===== config.mk =====
export PLATFORM = sky130hd
export DESIGN_NAME = ipv4_route_lpm_table_flat
export DESIGN_NICKNAME = d
export VERILOG_FILES = /design/src/rtl/lpm_pkg.sv /design/src/rtl/lpm_chan_if.sv /design/src/rtl/lpm_store.sv /design/src/rtl/lpm_ctrl.sv /design/src/rtl/ipv4_route_lpm_table.sv /design/src/flat_wrapper.sv
export VERILOG_INCLUDE_DIRS = /design/src /design/src/rtl
export SDC_FILE = /design/constraint.sdc
export NUM_CORES = 2
export LEC_CHECK = 0
export BUFFER_PORTS_ARGS = -buffer_cell sky130_fd_sc_hd__buf_2
export CORE_MARGIN = 2
export CORE_UTILIZATION = 62
export DETAILED_ROUTE_END_ITERATION = 12
export PLACE_DENSITY = 0.77
export SYNTH_ARGS = -nofsm -noshare
export SYNTH_HDL_FRONTEND = slang
export SYNTH_SLANG_ARGS = --single-unit

===== constraint.sdc =====
create_clock -name clk -period 11.28 [get_ports clk]
set_input_delay 0.564 -clock clk [delete_from_list [all_inputs] [get_ports clk]]
set_output_delay 0.564 -clock clk [all_outputs]
set_load 0.02 [all_outputs]

===== src/rtl/ipv4_route_lpm_table_assert.svh =====
// Assertion macros for the route table.
`ifndef IPV4_ROUTE_LPM_TABLE_ASSERT_SVH
`define IPV4_ROUTE_LPM_TABLE_ASSERT_SVH

// Same-cycle implication.
`define LPM_ASSERT_NOW(lbl, clk, rst_n, ante, cons, msg) \
	lbl: assert property (@(posedge clk) disable iff (!rst_n) (ante) |-> (cons)) \
		else $error(msg);

// Next-cycle implication.
`define LPM_ASSERT_NEXT(lbl, clk, rst_n, ante, cons, msg) \
	lbl: assert property (@(posedge clk) disable iff (!rst_n) (ante) |=> (cons)) \
		else $error(msg);

`endif


===== src/rtl/lpm_pkg.sv =====
package lpm_pkg;

	localparam int DEFAULT_TABLE_DEPTH = 32;

	localparam logic [5:0]  MAX_PREFIX = 6'd32;
	localparam logic [31:0] FULL_MASK  = 32'hFFFF_FFFF;

	localparam logic ACT_INSERT = 1'b0;
	localparam logic ACT_LOOKUP = 1'b1;

	localparam logic [2:0] ST_OK      = 3'd0;
	localparam logic [2:0] ST_DUP     = 3'd1;
	localparam logic [2:0] ST_FULL    = 3'd2;
	localparam logic [2:0] ST_EMPTY   = 3'd3;
	localparam logic [2:0] ST_NOMATCH = 3'd4;

	typedef struct packed {
		logic        action;
		logic [31:0] address;
		logic [5:0]  prefix_len;
		logic [15:0] route_metric;
		logic [3:0]  out_port;
		logic [31:0] gateway;
	} req_t;

	typedef struct packed {
		logic [2:0]  status;
		logic [31:0] found_subnet;
		logic [5:0]  found_prefix;
		logic [15:0] found_metric;
		logic [3:0]  found_port;
		logic [31:0] found_gateway;
	} rsp_t;

	typedef struct packed {
		logic [31:0] subnet;
		logic [5:0]  prefix;
		logic [15:0] metric;
		logic [3:0]  port;
		logic [31:0] gateway;
	} entry_t;

	typedef struct packed {
		logic       load;
		logic       action;
		logic [2:0] status;
		entry_t     entry;
	} result_t;

	function automatic logic [31:0] prefix_mask(input logic [5:0] len);
		logic [31:0] m;
		if (len == 6'd0) begin
			m = '0;
		end else if (len >= MAX_PREFIX) begin
			m = FULL_MASK;
		end else begin
			m = ~(FULL_MASK >> len[4:0]);
		end
		return m;
	endfunction

endpackage


===== src/rtl/lpm_chan_if.sv =====
interface lpm_chan_if #(
	parameter type payload_t = logic [0:0]
);
	logic     valid;
	logic     ready;
	payload_t data;

	modport source(output valid, output data, input ready);
	modport sink(input valid, input data, output ready);
endinterface


===== src/rtl/lpm_store.sv =====
module lpm_store
	import lpm_pkg::*;
#(
	parameter int TABLE_DEPTH = DEFAULT_TABLE_DEPTH,
	parameter int AW = (TABLE_DEPTH > 1) ? $clog2(TABLE_DEPTH) : 1
) (
	input  logic          clk,
	input  logic          we,
	input  logic [AW-1:0] waddr,
	input  entry_t        wdata,
	input  logic [AW-1:0] raddr,
	output entry_t        rdata
);

	entry_t mem [TABLE_DEPTH];

	always_ff @(posedge clk) begin
		if (we) begin
			mem[waddr] <= wdata;
		end
		rdata <= mem[raddr];
	end

endmodule


===== src/rtl/lpm_ctrl.sv =====
module lpm_ctrl
	import lpm_pkg::*;
#(
	parameter int TABLE_DEPTH = DEFAULT_TABLE_DEPTH,
	parameter int AW = (TABLE_DEPTH > 1) ? $clog2(TABLE_DEPTH) : 1,
	parameter int CW = $clog2(TABLE_DEPTH + 1)
) (
	input  logic          clk,
	input  logic          arst_n,
	lpm_chan_if.sink      req,
	input  logic          res_free,
	output result_t       res,
	output logic [CW-1:0] count,
	output logic          we,
	output logic [AW-1:0] waddr,
	output entry_t        wdata,
	output logic [AW-1:0] raddr,
	input  entry_t        rdata
);

	localparam logic [1:0] S_IDLE  = 2'd0;
	localparam logic [1:0] S_SCAN  = 2'd1;
	localparam logic [1:0] S_DRAIN = 2'd2;
	localparam logic [1:0] S_DONE  = 2'd3;

	logic [1:0]    st_q;
	logic [CW-1:0] count_q;
	logic [AW-1:0] idx_q;
	logic          rvalid_s1;
	req_t          item_q;
	logic          dup_q;
	logic          found_q;
	entry_t        best_q;

	logic          accept;
	logic          full;
	logic [CW-1:0] last_cnt;
	logic [AW-1:0] last_idx;
	logic          hit;
	logic          finish;

	assign req.ready = (st_q == S_IDLE);
	assign accept    = req.valid && req.ready;
	assign full      = (count_q == CW'(TABLE_DEPTH));
	assign last_cnt  = count_q - CW'(1);
	assign last_idx  = last_cnt[AW-1:0];
	assign raddr     = idx_q;
	assign count     = count_q;
	assign finish    = (st_q == S_DONE) && res_free;

	// shared compare unit: one stored entry per cycle
	assign hit = (((item_q.address ^ rdata.subnet) & prefix_mask(rdata.prefix)) == 32'd0);

	assign we    = finish && (item_q.action == ACT_INSERT) && !dup_q && !full;
	assign waddr = count_q[AW-1:0];

	always_comb begin
		wdata.subnet  = item_q.address;
		wdata.prefix  = (item_q.prefix_len > MAX_PREFIX) ? MAX_PREFIX : item_q.prefix_len;
		wdata.metric  = item_q.route_metric;
		wdata.port    = item_q.out_port;
		wdata.gateway = item_q.gateway;
	end

	always_comb begin
		res.load   = finish;
		res.action = item_q.action;
		res.entry  = '0;
		if (item_q.action == ACT_INSERT) begin
			if (dup_q) begin
				res.status = ST_DUP;
			end else if (full) begin
				res.status = ST_FULL;
			end else begin
				res.status = ST_OK;
			end
		end else if (count_q == '0) begin
			res.status = ST_EMPTY;
		end else if (found_q) begin
			res.status = ST_OK;
			res.entry  = best_q;
		end else begin
			res.status = ST_NOMATCH;
		end
	end

	always_ff @(posedge clk or negedge arst_n) begin
		if (!arst_n) begin
			st_q      <= S_IDLE;
			count_q   <= '0;
			idx_q     <= '0;
			rvalid_s1 <= 1'b0;
			dup_q     <= 1'b0;
			found_q   <= 1'b0;
		end else begin
			rvalid_s1 <= (st_q == S_SCAN);
			if (rvalid_s1) begin
				if (rdata.subnet == item_q.address) begin
					dup_q <= 1'b1;
				end
				if (hit && (!found_q || (rdata.prefix > best_q.prefix))) begin
					found_q <= 1'b1;
				end
			end
			case (st_q)
				S_IDLE: begin
					if (accept) begin
						idx_q   <= '0;
						dup_q   <= 1'b0;
						found_q <= 1'b0;
						st_q    <= (count_q == '0) ? S_DONE : S_SCAN;
					end
				end
				S_SCAN: begin
					idx_q <= idx_q + AW'(1);
					if (idx_q == last_idx) begin
						st_q <= S_DRAIN;
					end
				end
				S_DRAIN: begin
					st_q <= S_DONE;
				end
				S_DONE: begin
					if (res_free) begin
						st_q <= S_IDLE;
						if (we) begin
							count_q <= count_q + CW'(1);
						end
					end
				end
				default: begin
					st_q <= S_IDLE;
				end
			endcase
		end
	end

	always_ff @(posedge clk) begin
		if (accept) begin
			item_q <= req.data;
		end
		if (rvalid_s1 && hit && (!found_q || (rdata.prefix > best_q.prefix))) begin
			best_q <= rdata;
		end
	end

endmodule


===== src/rtl/ipv4_route_lpm_table.sv =====
// IPv4 longest-prefix-match route table.
// req carries one item per transfer: insert (action 0) appends a route unless
// its subnet is already stored or the table is full; lookup (action 1) returns
// the earliest stored entry with the longest matching prefix.
// rsp carries exactly one result per request, in order.
// The table is scanned one entry per cycle through a single registered memory
// read port feeding one compare unit. After the request transfer the controller
// steps through its scan, drain and done states (straight to done on an empty
// table) and then loads the result into the output register. req.ready is high
// only while idle, so a new request is taken only once the previous scan is done.
// Results sit in an output register; the next request may be taken while a
// result waits there. If rsp stalls, a finished scan holds until the register
// frees up.
// Reset empties the table (entry count to zero) and drops any pending result;
// the entry memory itself is not cleared.
module ipv4_route_lpm_table
	import lpm_pkg::*;
#(
	parameter int TABLE_DEPTH = DEFAULT_TABLE_DEPTH
) (
	input  logic       clk,
	input  logic       arst_n,
	lpm_chan_if.sink   req,
	lpm_chan_if.source rsp
);

`include "ipv4_route_lpm_table_assert.svh"

	localparam int AW = (TABLE_DEPTH > 1) ? $clog2(TABLE_DEPTH) : 1;
	localparam int CW = $clog2(TABLE_DEPTH + 1);

	result_t       res;
	logic [CW-1:0] count;
	logic          res_free;
	logic          we;
	logic [AW-1:0] waddr;
	entry_t        wdata;
	logic [AW-1:0] raddr;
	entry_t        rdata;
	logic          rsp_v_q;
	rsp_t          rsp_q;

	lpm_ctrl #(
		.TABLE_DEPTH(TABLE_DEPTH),
		.AW(AW),
		.CW(CW)
	) u_ctrl (
		.clk(clk),
		.arst_n(arst_n),
		.req(req),
		.res_free(res_free),
		.res(res),
		.count(count),
		.we(we),
		.waddr(waddr),
		.wdata(wdata),
		.raddr(raddr),
		.rdata(rdata)
	);

	lpm_store #(
		.TABLE_DEPTH(TABLE_DEPTH),
		.AW(AW)
	) u_store (
		.clk(clk),
		.we(we),
		.waddr(waddr),
		.wdata(wdata),
		.raddr(raddr),
		.rdata(rdata)
	);

	assign res_free  = !rsp_v_q || rsp.ready;
	assign rsp.valid = rsp_v_q;
	assign rsp.data  = rsp_q;

	always_ff @(posedge clk or negedge arst_n) begin
		if (!arst_n) begin
			rsp_v_q <= 1'b0;
		end else if (res.load) begin
			rsp_v_q <= 1'b1;
		end else if (rsp.ready) begin
			rsp_v_q <= 1'b0;
		end
	end

	always_ff @(posedge clk) begin
		if (res.load) begin
			rsp_q.status        <= res.status;
			rsp_q.found_subnet  <= res.entry.subnet;
			rsp_q.found_prefix  <= res.entry.prefix;
			rsp_q.found_metric  <= res.entry.metric;
			rsp_q.found_port    <= res.entry.port;
			rsp_q.found_gateway <= res.entry.gateway;
		end
	end

	`LPM_ASSERT_NOW(a_count_bound, clk, arst_n, 1'b1, count <= CW'(TABLE_DEPTH), "entry count past depth")
	`LPM_ASSERT_NOW(a_no_overwrite, clk, arst_n, res.load, res_free, "result loaded over pending one")
	`LPM_ASSERT_NEXT(a_busy_after_req, clk, arst_n, req.valid && req.ready, !req.ready, "ready right after request")
	`LPM_ASSERT_NEXT(a_insert_grows, clk, arst_n, res.load && (res.action == ACT_INSERT) && (res.status == ST_OK), count == $past(count) + CW'(1), "insert did not grow table")

endmodule


===== src/flat_wrapper.sv =====
// flat-port wrapper written by rule: the top's interface ports become plain ports
module ipv4_route_lpm_table_flat import lpm_pkg::*;
#(
	parameter int TABLE_DEPTH = DEFAULT_TABLE_DEPTH
)
  (clk, arst_n, req_valid, req_data, req_ready, rsp_valid, rsp_data, rsp_ready);
  lpm_chan_if #(.payload_t(req_t)) req_i ();
  lpm_chan_if #(.payload_t(rsp_t)) rsp_i ();
  input  logic clk;
  input  logic arst_n;
  input wire logic [$bits(req_i.valid)-1:0] req_valid;
  input wire logic [$bits(req_i.data)-1:0] req_data;
  output wire logic [$bits(req_i.ready)-1:0] req_ready;
  output wire logic [$bits(rsp_i.valid)-1:0] rsp_valid;
  output wire logic [$bits(rsp_i.data)-1:0] rsp_data;
  input wire logic [$bits(rsp_i.ready)-1:0] rsp_ready;
  assign req_i.valid = req_valid;
  assign req_i.data = req_data;
  assign req_ready = req_i.ready;
  assign rsp_valid = rsp_i.valid;
  assign rsp_data = rsp_i.data;
  assign rsp_i.ready = rsp_ready;
  ipv4_route_lpm_table #(.TABLE_DEPTH(TABLE_DEPTH)) u_core (.clk(clk), .arst_n(arst_n), .req(req_i), .rsp(rsp_i));
endmodule

==> results.toml <==
[sta]
setup_tns_ns = 0
hold_viol_final = 0
max_freq_mhz = 183
setup_viol = 0
skew_ns = 0.0557
slew_headroom_pct = 2.43
tightestPinTransition_ns = 1.46
min_period_over_period_pct = 48.4
drv_slew = 0
rsz0062_at_grt = "no"
finalCriticalPeriod_ns = 5.45

[worst_setup_path]
endpoint_kind = "register"
required_ns = 11.83
reg2reg_depth = 8
critPathLaunchType = "register"
critPathKind = "reg -> reg"
r2r-end = "u_core.u_store.mem[12][24]"
worst_ep_arrival_time_ns = 6.00
cp_max_fo = 39
rr_startpoint = "u_core.u_ctrl.count[0]"
r2r_setup_slack_ns = 5.83

[synthesis]
yosys.area.top_type = "edfxtp_1"
synthFlopType = "edfxtp_1"
synth_fp_nets = 4967
syn_area_mm2 = 0.122
synth_cells = 4857
synth_cell_type_count = 52
synth_area_leaders = "edfxtp_1, mux4_2, dfxtp_1"
synth_top_area_share_pct = 77.9
ys_seq_area_share_pct = 79.7
postSynthAreaPerCell_um2 = 25.0
yosys_register_bits = 3261
synth_edf_count = 3154
synth-async-reset-ratio_pct = 0.521
yosysWarnings = 0

[run]
drv_cap = 0

[finish]
stdcell_area_mm2 = 0.138
final_cell_mix = "edfxtp_1, mux4_2, clkbuf_16"
final_nets = 5478
nFillCells = 10500
syn_to_final_growth_pct = 13.2
drive_above_1_share_pct = 32.5
fin_cells = 8253
final_common_cell = "edfxtp_1"

[cts]
clkLatencyLatePin_ns = 0.97
cts_hold_buf = 94
clk_pin_slew_ns = 0.06
clockBufferDepth = 4
tritoncts = "built"
cts-root-buf = "clkbuf_16"
clock_sinks = 3261
cts_setup_buffers = 0
htree_levels = 5
cts_buffers = 332
post_cts_resized = 0

[detailed_routing]
postRouteAntennaNets = 0
first_pass_iters = 5
vias = 57100
detail_route.wl_per_cell_um = 37.2
drc = 0
routed_wl_um = 307000
avgViaCountPerCell = 6.92
drtIter0Drc = 8453

[power_and_ir_drop]
max-vdd-ir-drop_uv = 249
power_density_mw_per_mm2 = 237
power.leakage_nw = 43.1

[floorplanning]
core_region_area_mm2 = 0.195
start_util_pct = 62.4
die_h_um = 447
dieArea_mm2 = 0.200
ios = 190
die_w_um = 447
std_cell_rows = 162

[global_route]
grt_first_pass_wirelength_um = 436000
use_met3_pct = 5.36
grt_max_degree = 152
grt_pass1_vias = 58200
grt.overflow.total = 0
grtUsageTotal_pct = 31.4
met2_usage_pct = 51.5
grt_most_used_layer = "met2"
use_met1_pct = 42.0
antenna_found_initial = 14

[min_path]
hold_class = "in -> async"

[placed_design]
place_area_mm2 = 0.126
gp_congestion = 0.813
post-dp-hpwl_um = 147000
numPortBuffers = 189
dp.cells = 7563

[run_status]
outcome = "complete, no violations"
==> metrics by stage <==
stage | util, % | hold WS (ns) | worst slack (ns) | total power, mW
final | 70.7 | 0.125 | 5.83 | 32.6
after floorplan | - | 0.268 | 2.31 | 19.7
after global placement | 64.8 | 0.388 | 5.99 | 21.7
after CTS | 70.6 | 0.0572 | 5.91 | 32.6
after global routing | 70.7 | 0.119 | 5.64 | 33.4
after detailed placement | 64.8 | 0.389 | 5.94 | 21.8
==> cell type report <==
cell class / count / area (um2) / share of cell area, %
diodes: 7 / 17.5 / 0.0127
clock buffers: 438 / 9170 / 6.66
well taps: 2624 / 3280 / 2.39
repair buffers: 415 / 3000 / 2.18
clock inverters: 150 / 1360 / 0.986
flip-flops and latches: 3261 / 97000 / 70.4
inverters: 17 / 66.3 / 0.0482
multi-input cells: 1341 / 23800 / 17.3
==> power by group <==
part / switching [mW] / internal [mW] / total [mW]
Clock: 4.52 / 6.25 / 10.8
Combinational: 3.57 / 3.25 / 6.82
Sequential: 0.745 / 14.2 / 15.0
Total: 8.84 / 23.7 / 32.6
==> synthesized netlist by cell type, types with 9 or more instances <==
library cell	instances
inv_1	17
nand3_1	9
nand2_1	18
clkbuf_1	142
xnor2_1	12
buf_1	24
xor2_1	34
mux4_2	900
a21oi_1	18
nor2_1	53
nor3_1	13
dfrtp_1	17
ha_1	15
mux2_2	90
and2_1	91
buf_2	59
dfxtp_1	90
o21ai_0	13
edfxtp_1	3154
buf_4	9
==> how the worst max path moves through the flow <==
stage	startpoint	end	slack (ns)	cells after the start
after floorplan	u_core.u_ctrl.wdata[88]	u_core.u_ctrl.best_q[0]	2.31	6
after CTS	u_core.u_ctrl.count[0]	u_core.u_store.mem[12][24]	5.91	8
after global placement	u_core.u_ctrl.count[0]	u_core.u_store.mem[12][33]	5.99	8
after global routing	u_core.u_ctrl.count[0]	u_core.u_store.mem[12][24]	5.64	8
after detailed placement	u_core.u_ctrl.count[0]	u_core.u_store.mem[12][41]	5.94	8
final	u_core.u_ctrl.count[0]	u_core.u_store.mem[12][24]	5.83	8
==> metal layers <==
| metal | share of wire (%) | vias to the layer above |
|---|---|---|
| met4 | 5.2 | 6 |
| li1 | - | 21800 |
| met3 | 9.6 | 762 |
| met1 | 34 | 30100 |
| met2 | 51 | 4338 |
| met5 | 0.013 | - |
==> flip-flops by register name (all words and copies together) (netlist names) <==
name	flops
u_core.u_ctrl.dup_q	1
u_core.u_ctrl.count	6
u_core.u_ctrl.item_q	6
u_core.u_store.rdata	90
u_core.rsp.data	93
u_core.u_ctrl.raddr	5
u_core.u_ctrl.best_q	90
u_core.u_ctrl.rvalid_s1	1
u_core.rsp.valid	1
u_core.u_ctrl.res	1
u_core.u_ctrl.found_q	1
u_core.u_ctrl.wdata	84
u_core.u_ctrl.st_q	2
u_core.u_store.mem	2880
==> critical path, cell delays in order, from the launching register on <==
cell and delay (ns):
dfrtp_1 0.47, inv_1 0.16, ha_1 0.33, and3_1 0.20
nor4_2 0.60, nand2_1 0.61, nor2_4 1.10, buf_4 0.68
buf_4 0.73
==> kinds of logic after synthesis <==
| family | synth area share [%] |
|---|---|
| flops | 79.7 |
| compound gates | 0.322 |
| buf+inv | 0.901 |
| simple gates | 1.02 |
| xor+xnor | 0.331 |
| fa+ha+maj | 0.154 |
| mux | 17.5 |
Power figures use the tool's default switching activity.
